File: config.mk
export PLATFORM = sky130hd
export DESIGN_NAME = line_sensor_centroid_error_unit_flat
export DESIGN_NICKNAME = d
export VERILOG_FILES = /design/src/rtl/core/lsce_pkg.sv /design/src/rtl/core/lsce_if.sv /design/src/rtl/core/line_sensor_centroid_error_unit.sv /design/src/flat_wrapper.sv
export SDC_FILE = /design/constraint.sdc
export NUM_CORES = 1
export LEC_CHECK = 0
export BUFFER_PORTS_ARGS = -buffer_cell sky130_fd_sc_hd__buf_2
export CAP_MARGIN = 20
export CORE_ASPECT_RATIO = 2
export CORE_MARGIN = 5
export CORE_UTILIZATION = 61
export DETAILED_ROUTE_END_ITERATION = 10
export PLACE_DENSITY = 0.79
export RECOVER_POWER = 50
export SYNTH_ARGS = -nofsm -noshare
export SYNTH_HDL_FRONTEND = slang
export SYNTH_SLANG_ARGS = --single-unit
File: constraint.sdc
create_clock -name clk_i -period 7.55 [get_ports clk_i]
set_input_delay 1.51 -clock clk_i [delete_from_list [all_inputs] [get_ports clk_i]]
set_output_delay 1.51 -clock clk_i [all_outputs]
set_load 0.01 [all_outputs]
File: src/rtl/core/lsce_pkg.sv
// Shared constants and types of the line sensor centroid error unit.
package lsce_pkg;

  localparam int unsigned NumSensors = 6;
  localparam int unsigned SampleW    = 8;
  // Plain sum of six 8-bit samples: at most 1530.
  localparam int unsigned SumW       = 11;
  // Weighted sum: at most +/-40800, two's complement.
  localparam int unsigned WsumW      = 17;
  localparam int unsigned MagW       = 16;
  // Quotient magnitude is at most 100.
  localparam int unsigned QuotW      = 7;
  localparam int unsigned ErrW       = 8;
  // Widest shifted divisor seen by the first divide step.
  localparam int unsigned DshW       = SumW + QuotW - 1;

  localparam int signed Weights [NumSensors] = '{-100, -40, -20, 20, 40, 100};

  localparam logic [SampleW-1:0] ThreshReset = 8'd128;

  // Payload of one divide step.
  typedef struct packed {
    logic [SumW-1:0]  total;
    logic [MagW-1:0]  rem;
    logic [QuotW-1:0] quo;
    logic             neg;
    logic             hit;
  } div_t;

endpackage

File: src/rtl/core/lsce_if.sv
// Stream and configuration interfaces of the line sensor centroid error unit.
interface lsce_sample_if;
  logic                             valid;
  logic                             ready;
  logic [lsce_pkg::SampleW-1:0]     sample_0;
  logic [lsce_pkg::SampleW-1:0]     sample_1;
  logic [lsce_pkg::SampleW-1:0]     sample_2;
  logic [lsce_pkg::SampleW-1:0]     sample_3;
  logic [lsce_pkg::SampleW-1:0]     sample_4;
  logic [lsce_pkg::SampleW-1:0]     sample_5;

  modport source (output valid, sample_0, sample_1, sample_2, sample_3, sample_4, sample_5,
                  input ready);
  modport sink   (input valid, sample_0, sample_1, sample_2, sample_3, sample_4, sample_5,
                  output ready);
endinterface

interface lsce_result_if;
  logic                             valid;
  logic                             ready;
  logic signed [lsce_pkg::ErrW-1:0] position_error;
  logic                             line_found;
  logic                             above_threshold;

  modport source (output valid, position_error, line_found, above_threshold, input ready);
  modport sink   (input valid, position_error, line_found, above_threshold, output ready);
endinterface

interface lsce_cfg_if;
  logic                             valid;
  logic                             ready;
  logic [lsce_pkg::SampleW-1:0]     detect_threshold;

  modport source (output valid, detect_threshold, input ready);
  modport sink   (input valid, detect_threshold, output ready);
endinterface

File: src/rtl/core/line_sensor_centroid_error_unit.sv
// Top level of the line sensor centroid error unit.

// Takes one row of six 8-bit line sensor samples per transfer and returns one
// result per row: the centroid position error, weighted sum over plain sum
// truncated toward zero (weights -100, -40, -20, 20, 40, 100 from left to
// right), in -100..100; line_found, low when all samples are zero (the error
// is then 0); and above_threshold, high when any sample is at or above
// detect_threshold (reset value 128). The unit accepts one row every cycle
// unless a stall on the result side has backed up to the input, and each
// row's result passes ten register stages: the input transfer loads the
// stage that holds the sums, one stage takes the magnitude of the weighted
// sum, seven restoring-divide stages each resolve one quotient bit, and the
// output register applies the sign. Every stage carries its own valid bit and
// advances whenever the stage after it is empty or moving, so bubbles close
// up and a stall on the result side backs up without loss. The threshold
// port always takes a transfer; write it only while the unit is idle.
module line_sensor_centroid_error_unit (
  input  logic               clk_i,
  input  logic               rst_ni,
  lsce_sample_if.sink        sample_i,
  lsce_cfg_if.sink           cfg_i,
  lsce_result_if.source      result_o
);

  localparam int unsigned Last = lsce_pkg::QuotW - 1;

  // Threshold register: always ready, load on transfer.
  logic [lsce_pkg::SampleW-1:0] thresh_q;

  assign cfg_i.ready = 1'b1;

  always_ff @(posedge clk_i or negedge rst_ni) begin
    if (!rst_ni) begin
      thresh_q <= lsce_pkg::ThreshReset;
    end else if (cfg_i.valid) begin
      thresh_q <= cfg_i.detect_threshold;
    end
  end

  // Flow control: a stage is free when it is empty or its content moves on.
  logic                     out_free;
  logic [lsce_pkg::QuotW-1:0] div_free;
  logic                     s2_free;
  logic                     s1_free;

  logic                     out_v_q;
  logic [lsce_pkg::QuotW-1:0] dv_v_q;
  logic                     s2_v_q;
  logic                     s1_v_q;

  always_comb begin
    out_free = !out_v_q || result_o.ready;
    div_free[Last] = !dv_v_q[Last] || out_free;
    for (int k = Last - 1; k >= 0; k--) begin
      div_free[k] = !dv_v_q[k] || div_free[k+1];
    end
    s2_free = !s2_v_q || div_free[0];
    s1_free = !s1_v_q || s2_free;
  end

  assign sample_i.ready = s1_free;

  // Stage 1: plain sum, weighted sum and threshold hit.
  logic [lsce_pkg::SampleW-1:0]      samp [lsce_pkg::NumSensors];
  logic [lsce_pkg::SumW-1:0]         total_d, s1_total_q;
  logic signed [lsce_pkg::WsumW-1:0] wsum_d, s1_wsum_q;
  logic                              hit_d, s1_hit_q;

  assign samp[0] = sample_i.sample_0;
  assign samp[1] = sample_i.sample_1;
  assign samp[2] = sample_i.sample_2;
  assign samp[3] = sample_i.sample_3;
  assign samp[4] = sample_i.sample_4;
  assign samp[5] = sample_i.sample_5;

  always_comb begin
    total_d = '0;
    wsum_d  = '0;
    hit_d   = 1'b0;
    for (int i = 0; i < lsce_pkg::NumSensors; i++) begin
      total_d = total_d + lsce_pkg::SumW'(samp[i]);
      wsum_d  = wsum_d + lsce_pkg::WsumW'(lsce_pkg::Weights[i] * $signed({1'b0, samp[i]}));
      hit_d   = hit_d | (samp[i] >= thresh_q);
    end
  end

  always_ff @(posedge clk_i or negedge rst_ni) begin
    if (!rst_ni) begin
      s1_v_q <= 1'b0;
    end else if (s1_free) begin
      s1_v_q <= sample_i.valid;
    end
  end

  always_ff @(posedge clk_i) begin
    if (s1_free && sample_i.valid) begin
      s1_total_q <= total_d;
      s1_wsum_q  <= wsum_d;
      s1_hit_q   <= hit_d;
    end
  end

  // Stage 2: split the weighted sum into sign and magnitude.
  logic [lsce_pkg::WsumW-1:0] mag_full;
  lsce_pkg::div_t             s2_q;

  assign mag_full = s1_wsum_q[lsce_pkg::WsumW-1] ? -s1_wsum_q : s1_wsum_q;

  always_ff @(posedge clk_i or negedge rst_ni) begin
    if (!rst_ni) begin
      s2_v_q <= 1'b0;
    end else if (s2_free) begin
      s2_v_q <= s1_v_q;
    end
  end

  always_ff @(posedge clk_i) begin
    if (s2_free && s1_v_q) begin
      s2_q.total <= s1_total_q;
      s2_q.rem   <= mag_full[lsce_pkg::MagW-1:0];
      s2_q.quo   <= '0;
      s2_q.neg   <= s1_wsum_q[lsce_pkg::WsumW-1];
      s2_q.hit   <= s1_hit_q;
    end
  end

  // Divide stages: stage k resolves quotient bit Last-k by compare and subtract.
  lsce_pkg::div_t dv_q [lsce_pkg::QuotW];

  for (genvar k = 0; k < lsce_pkg::QuotW; k++) begin : g_div
    localparam int unsigned Bit = Last - k;

    lsce_pkg::div_t            prev;
    logic                      prev_v;
    logic [lsce_pkg::DshW-1:0] dsh;
    logic                      take;
    lsce_pkg::div_t            nxt;

    if (k == 0) begin : g_first
      assign prev   = s2_q;
      assign prev_v = s2_v_q;
    end else begin : g_rest
      assign prev   = dv_q[k-1];
      assign prev_v = dv_v_q[k-1];
    end

    assign dsh  = lsce_pkg::DshW'(prev.total) << Bit;
    assign take = lsce_pkg::DshW'(prev.rem) >= dsh;

    always_comb begin
      nxt = prev;
      if (take) begin
        nxt.rem      = prev.rem - dsh[lsce_pkg::MagW-1:0];
        nxt.quo[Bit] = 1'b1;
      end
    end

    always_ff @(posedge clk_i or negedge rst_ni) begin
      if (!rst_ni) begin
        dv_v_q[k] <= 1'b0;
      end else if (div_free[k]) begin
        dv_v_q[k] <= prev_v;
      end
    end

    always_ff @(posedge clk_i) begin
      if (div_free[k] && prev_v) begin
        dv_q[k] <= nxt;
      end
    end
  end

  // Output register: apply the sign, force zero when the line is lost.
  logic                            found;
  logic [lsce_pkg::ErrW-1:0]       quo_ext;
  logic signed [lsce_pkg::ErrW-1:0] err_d, err_q;
  logic                            found_q;
  logic                            hit_q;

  assign found   = dv_q[Last].total != '0;
  assign quo_ext = {1'b0, dv_q[Last].quo};

  always_comb begin
    if (!found) begin
      err_d = '0;
    end else if (dv_q[Last].neg) begin
      err_d = -quo_ext;
    end else begin
      err_d = quo_ext;
    end
  end

  always_ff @(posedge clk_i or negedge rst_ni) begin
    if (!rst_ni) begin
      out_v_q <= 1'b0;
    end else if (out_free) begin
      out_v_q <= dv_v_q[Last];
    end
  end

  always_ff @(posedge clk_i) begin
    if (out_free && dv_v_q[Last]) begin
      err_q   <= err_d;
      found_q <= found;
      hit_q   <= dv_q[Last].hit;
    end
  end

  assign result_o.valid           = out_v_q;
  assign result_o.position_error  = err_q;
  assign result_o.line_found      = found_q;
  assign result_o.above_threshold = hit_q;

  // A zero plain sum can only come from an all-zero row.
  a_zero_sum_zero_mag: assert property (@(posedge clk_i) disable iff (!rst_ni)
    s2_v_q && (s2_q.total == '0) |-> (s2_q.rem == '0))
    else $error("zero sample sum with nonzero weighted magnitude");

  // After the last divide step the remainder is below the divisor.
  a_rem_below_divisor: assert property (@(posedge clk_i) disable iff (!rst_ni)
    dv_v_q[Last] && (dv_q[Last].total != '0) |-> (dv_q[Last].rem < dv_q[Last].total))
    else $error("divide pipeline left remainder not below divisor");

  // A full pipeline behind a stalled result refuses new rows.
  a_full_backpressure: assert property (@(posedge clk_i) disable iff (!rst_ni)
    out_v_q && !result_o.ready && (&dv_v_q) && s2_v_q && s1_v_q |-> !sample_i.ready)
    else $error("row accepted while every stage is stalled");

  // A found line always yields an error within -100..100.
  a_err_range: assert property (@(posedge clk_i) disable iff (!rst_ni)
    dv_v_q[Last] && (dv_q[Last].total != '0) |-> (dv_q[Last].quo <= lsce_pkg::QuotW'(100)))
    else $error("quotient magnitude out of range");

endmodule
File: src/flat_wrapper.sv
// flat-port wrapper written by rule: the top's interface ports become plain ports
module line_sensor_centroid_error_unit_flat 
  (clk_i, rst_ni, sample_i_valid, sample_i_sample_0, sample_i_sample_1, sample_i_sample_2, sample_i_sample_3, sample_i_sample_4, sample_i_sample_5, sample_i_ready, cfg_i_valid, cfg_i_detect_threshold, cfg_i_ready, result_o_valid, result_o_position_error, result_o_line_found, result_o_above_threshold, result_o_ready);
  lsce_sample_if sample_i_i ();
  lsce_cfg_if cfg_i_i ();
  lsce_result_if result_o_i ();
  input  logic clk_i;
  input  logic rst_ni;
  input wire logic [$bits(sample_i_i.valid)-1:0] sample_i_valid;
  input wire logic [$bits(sample_i_i.sample_0)-1:0] sample_i_sample_0;
  input wire logic [$bits(sample_i_i.sample_1)-1:0] sample_i_sample_1;
  input wire logic [$bits(sample_i_i.sample_2)-1:0] sample_i_sample_2;
  input wire logic [$bits(sample_i_i.sample_3)-1:0] sample_i_sample_3;
  input wire logic [$bits(sample_i_i.sample_4)-1:0] sample_i_sample_4;
  input wire logic [$bits(sample_i_i.sample_5)-1:0] sample_i_sample_5;
  output wire logic [$bits(sample_i_i.ready)-1:0] sample_i_ready;
  input wire logic [$bits(cfg_i_i.valid)-1:0] cfg_i_valid;
  input wire logic [$bits(cfg_i_i.detect_threshold)-1:0] cfg_i_detect_threshold;
  output wire logic [$bits(cfg_i_i.ready)-1:0] cfg_i_ready;
  output wire logic [$bits(result_o_i.valid)-1:0] result_o_valid;
  output wire logic [$bits(result_o_i.position_error)-1:0] result_o_position_error;
  output wire logic [$bits(result_o_i.line_found)-1:0] result_o_line_found;
  output wire logic [$bits(result_o_i.above_threshold)-1:0] result_o_above_threshold;
  input wire logic [$bits(result_o_i.ready)-1:0] result_o_ready;
  assign sample_i_i.valid = sample_i_valid;
  assign sample_i_i.sample_0 = sample_i_sample_0;
  assign sample_i_i.sample_1 = sample_i_sample_1;
  assign sample_i_i.sample_2 = sample_i_sample_2;
  assign sample_i_i.sample_3 = sample_i_sample_3;
  assign sample_i_i.sample_4 = sample_i_sample_4;
  assign sample_i_i.sample_5 = sample_i_sample_5;
  assign sample_i_ready = sample_i_i.ready;
  assign cfg_i_i.valid = cfg_i_valid;
  assign cfg_i_i.detect_threshold = cfg_i_detect_threshold;
  assign cfg_i_ready = cfg_i_i.ready;
  assign result_o_valid = result_o_i.valid;
  assign result_o_position_error = result_o_i.position_error;
  assign result_o_line_found = result_o_i.line_found;
  assign result_o_above_threshold = result_o_i.above_threshold;
  assign result_o_i.ready = result_o_ready;
  line_sensor_centroid_error_unit u_core (.clk_i(clk_i), .rst_ni(rst_ni), .sample_i(sample_i_i), .cfg_i(cfg_i_i), .result_o(result_o_i));
endmodule
# ---- Word-level counts from Yosys, hierarchy flattened
# Memories as Yosys holds them, arrays and structs flattened.
# Cells that the tools add are included.
dict set report word_totals {
  ff_bits 86
  ram_bits 252
  in_bits 61
  word_cells 127
  n_memories 1
}
# name words word_bits read_ports rd_ports_with_merged_regs write_ports line
set memory_table {}
lappend memory_table {u_core.dv_q 7 36 7 0 7 line_sensor_centroid_error_unit.sv:128} ;# lsce_pkg::div_t dv_q [lsce_pkg::QuotW];
dict set report classes {
  addsub 19
  multipliers 6
  magnitude_cmp 13
  muxes 29
  bitwise 5
  reduce_logical 32
}
# operator n
set op_table {}
lappend op_table {{2-to-1 mux 16 bit} 7}
lappend op_table {{adder 17 bit} 5}
lappend op_table {{greater-or-equal comparator 8 bit} 6}
lappend op_table {{adder 11 x 8 -> 11 bit} 4}
lappend op_table {{subtractor 16 bit} 2}
lappend op_table {{multiplier 4 x 9 -> 13 bit, first input constant} 2}
lappend op_table {{multiplier 3 x 8 -> 11 bit, first input constant} 2}
lappend op_table {{2-to-1 mux 1 bit} 20}
lappend op_table {{greater-or-equal comparator 16 x 17 -> 1 bit} 1}
lappend op_table {{2-to-1 mux 17 bit} 1}
lappend op_table {{greater-or-equal comparator 16 x 11 -> 1 bit} 1}
lappend op_table {{greater-or-equal comparator 16 x 12 -> 1 bit} 1}
lappend op_table {{greater-or-equal comparator 16 x 13 -> 1 bit} 1}
lappend op_table {{greater-or-equal comparator 16 x 14 -> 1 bit} 1}
lappend op_table {{greater-or-equal comparator 16 x 15 -> 1 bit} 1}
lappend op_table {{greater-or-equal comparator 16 bit} 1}
lappend op_table {{negator 16 bit} 1}
lappend op_table {{subtractor 16 x 11 -> 16 bit} 1}
lappend op_table {{subtractor 16 x 12 -> 16 bit} 1}
lappend op_table {{subtractor 16 x 13 -> 16 bit} 1}
lappend op_table {{subtractor 16 x 14 -> 16 bit} 1}
lappend op_table {{subtractor 16 x 15 -> 16 bit} 1}
lappend op_table {{multiplier 6 x 9 -> 15 bit, first input constant} 1}
lappend op_table {{multiplier 5 x 8 -> 13 bit, first input constant} 1}
lappend op_table {{9 further kinds} 40}

# ---- Longest topological paths before layout
# Gate-level depths: netlist of run 1.
dict set report logic_depth {
  ltp_word 12
  depth_mapped 26
}

# ---- Worst setup path after synthesis of run 1
# Ideal clock, no wire load.
dict set report synth_path {
  path_type {in2reg}
  from {input sample_i_sample_0[5]}
  to {register u_core.s1_wsum_q[15] in the netlist's numbering, data pin}
  setup_ns 0.258
  arrival_ns 7.040
  slack_ns 0.253
  stages 23
  cell_sequence {inv_1 fa_1 fa_1 inv_1 fa_1 ha_1 ha_1 nor2b_1 o31a_1 a21oi_1 fa_1 fa_1 inv_1 fa_1 inv_1 ha_1 a21o_1 nor3_1 o21ai_0 a41oi_1 o21bai_1 a21oi_1 xnor2_1}
}
dict set report synth_via {
  elab_chain_len 6
}
# element line
set synth_lines {}
lappend synth_lines {{from (decl)} flat_wrapper.sv:10} ;# input wire logic [$bits(sample_i_i.sample_0)-1:0] sample_i_sample_0;
lappend synth_lines {{multiplier 6 x 9 -> 15 bit} line_sensor_centroid_error_unit.sv:82} ;# wsum_d = wsum_d + lsce_pkg::WsumW'(lsce_pkg::Weights[i] * $signed({1'b0, samp[i]}));
lappend synth_lines {{adder 17 bit (5 in a row)} line_sensor_centroid_error_unit.sv:82}
lappend synth_lines {{net u_core.wsum_d, one bit} line_sensor_centroid_error_unit.sv:66} ;# logic signed [lsce_pkg::WsumW-1:0] wsum_d, s1_wsum_q;
lappend synth_lines {{to (signal assigned)} line_sensor_centroid_error_unit.sv:98} ;# s1_wsum_q <= wsum_d;
lappend synth_lines {{to (decl)} line_sensor_centroid_error_unit.sv:66}
# The timed path passes the listed nets, and every way through them passes these cells.
# A chain may end at the register's enable or synchronous reset.

# ---- Worst setup path after layout of run 1
dict set report layout_path {
  from {input sample_i_sample_0[4]}
  to {register u_core.s1_wsum_q[15] in the netlist's numbering, data pin}
}
# Same word-level chain as after synthesis.

==> results.yml, run 1 <==
status:
  status: "finished, violations left"
  failed_checks: "capacitance limit, slew limit"
setup_path:
  required_ps: 7830
  crit_chain: "buf_2 > inv_1 > fa_1 > fa_1 > inv_1 > fa_1 > ha_1 > ha_1 > nor2b_1 > o31a_1 > a21oi_1 > fa_1 > fa_1 > inv_1 > fa_1 > inv_1 > ha_1 > a21o_1 > nor3_1 > o21ai_0 > a41oi_1 > o21bai_1 > a21oi_1 > xnor2_1"
  setup.worst_path.start_class: "input pin"
  cp-end-kind: "register"
  reg2reg_slack_ps: 3930
  reg2reg_depth: 8
  path_delay_family: "adder cells"
  r2r-end: "u_core.dv_q[1][20]"
  crit_buf_inv: 5
  max_stage_delay_ps: 580
  cp_common_cell: "fa_1"
  crit_slowest_cell: "fa_1"
  cp_max_fo: 2
  cp_data_arrival_time_ps: 7430
  r2r-start: "u_core.dv_q[0][21]"
  worst-setup-path-type: "input pin to register"
cells_and_area:
  fillers: 2576
  drive_gt1_frac: 0.1076
  syn2layout_area_growth_pct: 8.804
  final_area_um2: 22890
  finalNetCount: 2413
sta:
  final_hold_viol_count: 0
  hold_ws_ps: 416.3
  fmax_mhz: 139.9
  period_needed_ps: 7150
  max_slew.worst_pin.slew_ps: 1864
  rsz0062_at_grt: "no"
  period_share: 0.9470
  max-slew-margin-rel: -0.2425
  setup_viol_count_final: 0
  final.setup.tns_ps: 0
  final_max_slew_viol_count: 68
  layout_setup_ws_ps: 399.8
  fin_skew_ps: 15.34
clock_tree:
  clock-sinks: 286
  cts.clk_slew.worst_paths_ps: 70
  htree_levels: 1
  insertion_delay_ps: 530
  numCtsBuffers: 23
  cts_setup_buffers: 0
  clk_path_buf_depth: 3
  cts-root-buf: "clkbuf_16"
  ctsHoldBuffers: 0
  cts_resized: 0
  tritoncts: "done"
floorplan:
  fp.coreArea_um2: 34230
  fp.dieW_um: 141.3
  start_util: 0.6144
  dieArea_um2: 38520
  core.rowCount: 96
  fp.dieH_um: 272.6
  io_pins: 74
synth:
  post_synth.cell_area_avg_um2: 11.59
  ys_async_sr_fraction: 0.06294
  ys_top_cells_by_area: "edfxtp_1, ha_1, fa_1"
  yosys_warnings: 0
  synth_edf_count: 268
  syn-cell-area_um2: 21030
  yosys_register_bits: 286
  synth_top_area_cell: "edfxtp_1"
  ys.flop_type: "edfxtp_1"
  synth_fp_nets: 2283
  syn-instance-count: 1815
  netlist.area_leader.share: 0.3826
  ys_seq_area_frac: 0.4041
  synth.distinct_cells: 80
placement:
  place_area_um2: 22200
  dp_hpwl_um: 43590
  port_buffers: 72
  post-place-ws_ps: -122.0
  gp_congestion: 1.079
min_path:
  hold_end: "u_core.dv_q[4][5]"
  hold_path_class: "register to register"
  holdPathStages: 0
  min_from: "u_core.dv_q[3][5]"
drt:
  wl_per_cell_um: 21.19
  drc: 0
  drt_iter0_drc: 603
  routed_wl_um: 50930
  drt-vias-per-instance: 5.826
  ant_nets: 0
  firstDrtPassIters: 6
  vias: 14001
grt:
  grt_usage: 0.2693
  grt_pass1_wl_um: 78960
  grt_overflow_total: 0
  grt_max_degree: 35
  antenna_found_initial: 0
  grt_pass1_vias: 15842
job:
  drv_cap: 2
[placed cells by master, fill, tap and decap left out, types with 29 or more instances in the layout]
cell type	n
nor2b_1	36
buf_2	69
nor2_1	67
fa_1	110
inv_1	295
a21oi_1	81
a21o_1	41
xor2_1	51
edfxtp_1	268
nand2_1	67
mux2_2	30
nand2b_1	32
ha_1	297
xnor2_1	79
nor3_1	29
buf_4	41
o21ai_0	66
[flip-flops by register name, summed over array words and instances, names as in the netlist]
name and flops:
u_core.dv_q 204, u_core.dv_v_q 1, u_core.g_div.nxt 2, u_core.result_o.above_threshold 1
u_core.s1_total_q 11, u_core.result_o.position_error 8, u_core.result_o.valid 1, u_core.s1_hit_q 1
u_core.g_div.dsh 11, u_core.thresh_q 8, u_core.result_o.line_found 1, u_core.s1_v_q 1
u_core.s1_wsum_q 15, u_core.g_div.prev_v 7, u_core.g_div.prev 14
[synth_stat cells (4+ instances only)]
| master | count |
|---|---|
| mux2_2 | 30 |
| fa_1 | 110 |
| buf_6 | 4 |
| inv_1 | 295 |
| a21o_1 | 41 |
| mux2_4 | 8 |
| nand2b_1 | 32 |
| xnor2_1 | 79 |
| edfxtp_1 | 268 |
| a211oi_1 | 6 |
| nor2b_1 | 38 |
| and2_1 | 8 |
| mux2i_1 | 10 |
| dfrtp_1 | 17 |
| or2_2 | 7 |
| o21a_1 | 22 |
| o21ai_1 | 9 |
| ha_1 | 297 |
| o21ai_0 | 66 |
| and3_1 | 9 |
| nor3_1 | 29 |
| or4_1 | 5 |
| xor2_1 | 51 |
| o31ai_1 | 11 |
| o21bai_1 | 12 |
| or3_1 | 14 |
| o31a_1 | 10 |
| nand3_1 | 15 |
| nand4_1 | 16 |
| a21oi_1 | 81 |
| nor2_1 | 67 |
| nand2_1 | 67 |
| a31oi_1 | 6 |
| nor4_1 | 9 |
[layout make-up]
| cell class | instances | area [um^2] | area share |
|---|---|---|---|
| well taps | 441 | 551.8 | 0.02411 |
| clock inverters | 14 | 111.4 | 0.004866 |
| inverters | 296 | 1111 | 0.04855 |
| repair buffers | 116 | 675.6 | 0.02952 |
| diodes | 1 | 2.502 | 0.0001093 |
| flip-flops and latches | 286 | 8499 | 0.3714 |
| multi-input cells | 1222 | 11340 | 0.4957 |
| clock buffers | 27 | 590.6 | 0.02581 |
[logic make-up after synthesis]
logic type               synth area share
multiplexers                      0.02707
AO/OA/AOI/OAI                     0.09292
AND/OR/NAND/NOR                   0.08352
buffers and inverters             0.05675
XOR/XNOR                          0.05413
other                           0.0001783
flip-flops                         0.4041
adder cells (fa/ha/maj)            0.2814
[routing by layer]
metal | track usage | share of wire
met1 | 0.1909 | 0.26
met2 | 0.5592 | 0.60
met3 | 0.02504 | 0.023
met4 | 0.2591 | 0.12
met5 | 0 | 0
[worst register-to-register path, stage by stage, from the launching register on]
cell and delay (ps):
edfxtp_1 400, ha_1 350, nand2_1 190, nor3_1 280
nand3_1 120, nor4_1 790, nor3_1 130, a21oi_2 690
mux2_2 420
[worst max-delay path by stage]
stage | start | slack (ps) | endpoint | depth (start not counted)
6_report | sample_i_sample_0[4] | 400 | u_core.s1_wsum_q[15] | 24
5_1_grt | sample_i_sample_0[4] | 10 | u_core.s1_wsum_q[15] | 24
4_1_cts | sample_i_sample_0[4] | 420 | u_core.s1_wsum_q[15] | 24
3_5_place_dp | sample_i_sample_0[4] | -120 | u_core.s1_wsum_q[15] | 24
3_3_place_gp | sample_i_sample_0[4] | -140 | u_core.s1_wsum_q[15] | 24
2_1_floorplan | sample_i_sample_0[5] | 250 | u_core.s1_wsum_q[15] | 23
[metrics by stage]
step,utilization,std cells
6_report,0.6685,2403
5_1_grt,0.6685,2402
4_1_cts,0.6690,2402
3_5_place_dp,0.6485,2361
3_3_place_gp,0.6485,2361
2_1_floorplan,-,1815
Power of run 1 is left out: the tool's default activity adds up to more than one toggle a clock period on the data nets, which glitch-free logic cannot reach.
==> run 2: changes to the inputs <==
==> constraint.sdc (replaced) <==
create_clock -name clk_i -period 7.55 [get_ports clk_i]
set_input_delay 0.755 -clock clk_i [delete_from_list [all_inputs] [get_ports clk_i]]
set_output_delay 0.755 -clock clk_i [all_outputs]
set_load 0.01 [all_outputs]
==> run 2 against run 1 <==
  * Clock skew decreased by 1.6 ps
  * Largest cell class unchanged
  * Worst setup slack improved by 570 ps
  * Hold slack got worse by 74 ps
  * Maximum frequency increased by 8.7%
  * Flip-flop and latch count unchanged
  * Global-route usage decreased by 0.46 points
  * Die area unchanged
  * Critical path type unchanged
  * Count of clock-buffer cells in the layout increased by 2
  * Critical path depth unchanged
  * Non-clock buffer count decreased by 33
  * The flow still finishes with violations (capacitance limit, slew limit)
  * Final cell count decreased by 1.2%
==> results.yml, run 2 (same netlist as run 1, synthesis figures left out) <==
status:
  status: "finished, violations left"
  failed_checks: "capacitance limit, slew limit"
clock_tree:
  clock-sinks: 286
  cts_setup_buffers: 0
  numCtsBuffers: 25
  cts.clk_slew.worst_paths_ps: 70
  htree_levels: 1
  clk_path_buf_depth: 3
  ctsHoldBuffers: 0
  insertion_delay_ps: 540
  cts-root-buf: "clkbuf_16"
  tritoncts: "done"
  cts_resized: 0
floorplan:
  fp.coreArea_um2: 34230
  fp.dieH_um: 272.6
  dieArea_um2: 38520
  fp.dieW_um: 141.3
  start_util: 0.6144
  io_pins: 74
  core.rowCount: 96
setup_path:
  worst-setup-path-type: "input pin to register"
  cp_max_fo: 4
  cp_data_arrival_time_ps: 6870
  cp-end-kind: "register"
  setup.worst_path.start_class: "input pin"
  required_ps: 7840
cells_and_area:
  layout_common_cells: "ha_1, inv_1, edfxtp_1, fa_1, a21oi_1"
  drive_gt1_frac: 0.08954
  top_register: "u_core.dv_q"
  antennaDiodeCount: 0
  finalNetCount: 2382
  largest_register_ffs: 204
  syn2layout_area_growth_pct: 8.155
  final_common_cell: "ha_1"
grt:
  antenna_found_initial: 0
  grt_overflow_total: 0
  grt_max_degree: 35
  grt_usage: 0.2647
  grt_pass1_wl_um: 77470
  grt_pass1_vias: 15493
drt:
  firstDrtPassIters: 5
  ant_nets: 0
  wl_per_cell_um: 21.08
  drt-vias-per-instance: 5.839
  vias: 13856
  drc: 0
  drt_iter0_drc: 550
  routed_wl_um: 50010
sta:
  rsz0062_at_grt: "no"
  max_slew.worst_pin.slew_ps: 1906
  hold_ws_ps: 342.2
  period_needed_ps: 6579
  fmax_mhz: 152.0
  max-slew-margin-rel: -0.2704
  final_max_slew_viol_count: 68
  fin_skew_ps: 13.79
  period_share: 0.8713
  final_hold_viol_count: 0
  setup_viol_count_final: 0
  final.setup.tns_ps: 0
placement:
  dp_hpwl_um: 42460
  gp_congestion: 1.029
  port_buffers: 72
job:
  drv_cap: 2
min_path:
  hold_path_class: "input pin to asynchronous set/reset pin"
-- run 2: changes by cell type in the layout (fill, tap and decap cells not counted), sizes merged --
cell / delta
inv: +1
clkinvlp: -3
diode: -1
buf: -43
clkbuf: +12
bufinv: +3
clkinv: +1
-- run 2: final cells by class --
type | instances | area [um^2]
Timing Repair Buffer | 83 | 415.4
Clock inverter | 16 | 185.2
Sequential cell | 286 | 8499
Tap cell | 441 | 551.8
Multi-Input combinational cell | 1222 | 11350
Fill cell | 2526 | 11480
Clock buffer | 29 | 640.6
Inverter | 296 | 1111
-- run 2: through the flow --
step,cells,instance area [um^2],setup WS [ps],utilization
final,2373,22750,971.4,0.6645
after global routing,2373,22750,668.8,0.6645
after CTS,2373,22780,982.8,0.6654
after detailed placement,2328,21950,422.8,0.6412
after global placement,2328,21950,476.1,0.6412
after floorplan,1815,21030,1008,-
-- run 2: per-layer routing --
| metal | wire length (um) | up-vias | part of all wire | GRT usage |
|---|---|---|---|---|
| met3 | 1357 | 222 | 0.027 | 0.02591 |
| met5 | 0 | - | 0 | 0 |
| met4 | 6122 | 0 | 0.12 | 0.2575 |
| li1 | - | 6539 | - | - |
| met1 | 13060 | 6752 | 0.26 | 0.1932 |
| met2 | 29480 | 343 | 0.59 | 0.5415 |
-- run 2: final timing paths --
| kind | cells past startpoint | end | startpoint | slack, ps |
|---|---|---|---|---|
| setup / recovery | 24 | u_core.s1_wsum_q[15] | sample_i_sample_0[4] | 970 |
| hold / removal | 1 | u_core.g_div[0].prev_v | rst_ni | 340 |
| setup reg to reg | 8 | u_core.dv_q[1][16] | u_core.dv_q[0][21] | 3640 |
| hold reg to reg | 0 | u_core.dv_q[5][5] | u_core.dv_q[4][5] | 410 |
| max in group asynchronous | 1 | u_core.g_div[2].prev_v | rst_ni | 6620 |
| min in group clk_i | 0 | u_core.dv_q[5][5] | u_core.dv_q[4][5] | 410 |
-- run 2: critical path, cell delays in order --
cell	delay, ps
buf_2	170
inv_1	120
fa_1	540
fa_1	500
inv_1	60
fa_1	470
ha_1	310
ha_1	350
nor2b_1	160
o31a_1	260
a21oi_1	170
fa_1	450
fa_1	490
inv_1	50
fa_1	530
inv_1	40
ha_1	330
a21o_1	190
nor3_1	120
o21ai_0	130
a41oi_1	320
o21bai_1	110
a21oi_1	180
xnor2_1	80
Power of run 2 is left out for the same reason.
==> run 3: changes to the inputs <==
Settings changed: PLACE_DENSITY 0.79 to unset, PLACE_DENSITY_LB_ADDON set to 0.25.
==> run 3 against run 2 <==
  * The run still ends with capacitance limit, slew limit left
  * Via count rose by 0.66%
  * Final area rose by 0.41%
  * Hold slack improved by 19 ps
  * Non-clock buffer count increased by 1
  * Global-route usage rose by 1.1 points
  * First-iteration DRC count up 14%
  * Maximum frequency shrank 1.0%
  * Flip-flop and latch count stayed put
  * Die area unchanged
  * Count of clock-buffer cells in the layout decreased by 2
  * Critical endpoint unchanged
==> results.yml, run 3 (same netlist as run 1, synthesis figures left out) <==
setup_path:
  cp-end-kind: "register"
  crit_slowest_cell: "fa_1"
  cp_data_arrival_time_ps: 6940
  worst-setup-path-type: "input pin to register"
  crit_buf_inv: 5
  reg2reg_depth: 9
  setup.worst_path.start_class: "input pin"
  cp_common_cell: "fa_1"
  cp_max_fo: 4
  path_delay_family: "adder cells"
  max_stage_delay_ps: 530
  cp.depth: 24
  required_ps: 7840
  crit_chain: "buf_2 > inv_1 > fa_1 > fa_1 > inv_1 > fa_1 > ha_1 > ha_1 > nor2b_1 > o31a_1 > a21oi_1 > fa_1 > fa_1 > inv_1 > fa_1 > inv_1 > ha_1 > a21o_1 > nor3_1 > o21ai_0 > a41oi_1 > o21bai_1 > a21oi_1 > xnor2_1"
sta:
  final_max_slew_viol_count: 100
  fin_skew_ps: 16.94
  fmax_mhz: 150.4
  period_needed_ps: 6648
  max-slew-margin-rel: -0.2065
  period_share: 0.8806
  final_hold_viol_count: 0
  layout_setup_ws_ps: 901.8
  final.setup.tns_ps: 0
  setup_viol_count_final: 0
  rsz0062_at_grt: "no"
  max_slew.worst_pin.slew_ps: 1810
grt:
  grt_usage: 0.2753
  grt_overflow_total: 0
  antenna_found_initial: 1
  grt-busiest-layer: "met2"
  grt_pass1_vias: 15707
  grt_max_degree: 35
  grt_pass1_wl_um: 80050
  met1_usage: 0.1956
  grt_use_met3: 0.02486
  grtUsageMet2: 0.5627
cells_and_area:
  layout_common_cells: "ha_1, inv_1, edfxtp_1, fa_1, a21oi_1"
  top_register: "u_core.dv_q"
  final_common_cell: "ha_1"
  finalNetCount: 2384
  syn2layout_area_growth_pct: 8.602
  drive_gt1_frac: 0.09143
  largest_register_ffs: 204
drt:
  ant_nets: 0
  vias: 13947
  drc: 0
  drt_iter0_drc: 629
  firstDrtPassIters: 4
  routed_wl_um: 51870
  wl_per_cell_um: 21.81
  drt-vias-per-instance: 5.865
job:
  drv_cap: 3
status:
  failed_checks: "capacitance limit, slew limit"
  status: "finished, violations left"
floorplan:
  io_pins: 74
  core.rowCount: 96
  dieArea_um2: 38520
  fp.dieH_um: 272.6
  fp.dieW_um: 141.3
  start_util: 0.6144
  fp.coreArea_um2: 34230
clock_tree:
  clk_path_buf_depth: 3
  ctsHoldBuffers: 0
  insertion_delay_ps: 550
  cts.clk_slew.worst_paths_ps: 70
  cts_resized: 0
  clock-sinks: 286
  tritoncts: "done"
  numCtsBuffers: 26
  htree_levels: 1
  cts-root-buf: "clkbuf_16"
  cts_setup_buffers: 0
placement:
  dp_hpwl_um: 44120
  port_buffers: 72
  post-place-ws_ps: 362.2
  gp_congestion: 0.9838
min_path:
  hold_path_class: "input pin to asynchronous set/reset pin"
[run 3: cell types whose count changed in the layout (fill, tap and decap cells not counted), moves of 2 or more]
cell,delta
clkinv_2,-4
clkinv_1,+3
clkbuf_1,-3
clkinvlp_4,+2
[run 3: final cells by class]
class | count | area [um^2]
clock buffer | 27 | 654.4
timing repair buffer | 84 | 420.4
antenna | 1 | 2.502
clock inverter | 21 | 257.7
fill | 2591 | 11390
multi-input combinational | 1222 | 11350
tap | 441 | 551.8
inverter | 296 | 1111
sequential | 286 | 8499
[run 3: worst register-to-register path: stages (launching register included)]
cell	delay, ps
edfxtp_1	440
inv_1	90
ha_1	230
nor2b_1	140
o31a_1	270
o21ai_1	500
nor2b_2	380
o21ai_2	130
nor2_4	410
mux2_2	420
[run 3: worst paths after layout]
| check | slack, ps | endpoint | startpoint |
|---|---|---|---|
| max | 900 | u_core.s1_wsum_q[15] | sample_i_sample_0[5] |
| min | 360 | u_core.dv_v_q[6] | rst_ni |
| max reg2reg | 4300 | u_core.dv_q[3][15] | u_core.dv_q[2][26] |
| min reg2reg | 410 | u_core.g_div[0].dsh[16] | u_core.s1_total_q[10] |
| max in group asynchronous | 6560 | u_core.g_div[2].prev_v | rst_ni |
| min in group clk_i | 410 | u_core.g_div[0].dsh[16] | u_core.s1_total_q[10] |
[run 3: per-layer routing]
layer	part of all wire	up-vias
li1	-	6540
met1	0.26	6774
met2	0.59	384
met3	0.026	249
met4	0.13	0
met5	0	-
[run 3: stage by stage]
step / std cells / cell area (um^2) / utilization / hold WS (ps)
final: 2378 / 22840 / 0.6673 / 361.6
after global routing: 2377 / 22840 / 0.6672 / 413.5
after detailed placement: 2329 / 21960 / 0.6414 / 404.5
after CTS: 2377 / 22870 / 0.6680 / 136.4
after global placement: 2328 / 21950 / 0.6412 / 400.4
after floorplan: 1815 / 21030 / - / 400.3
Power of run 3 is left out for the same reason.
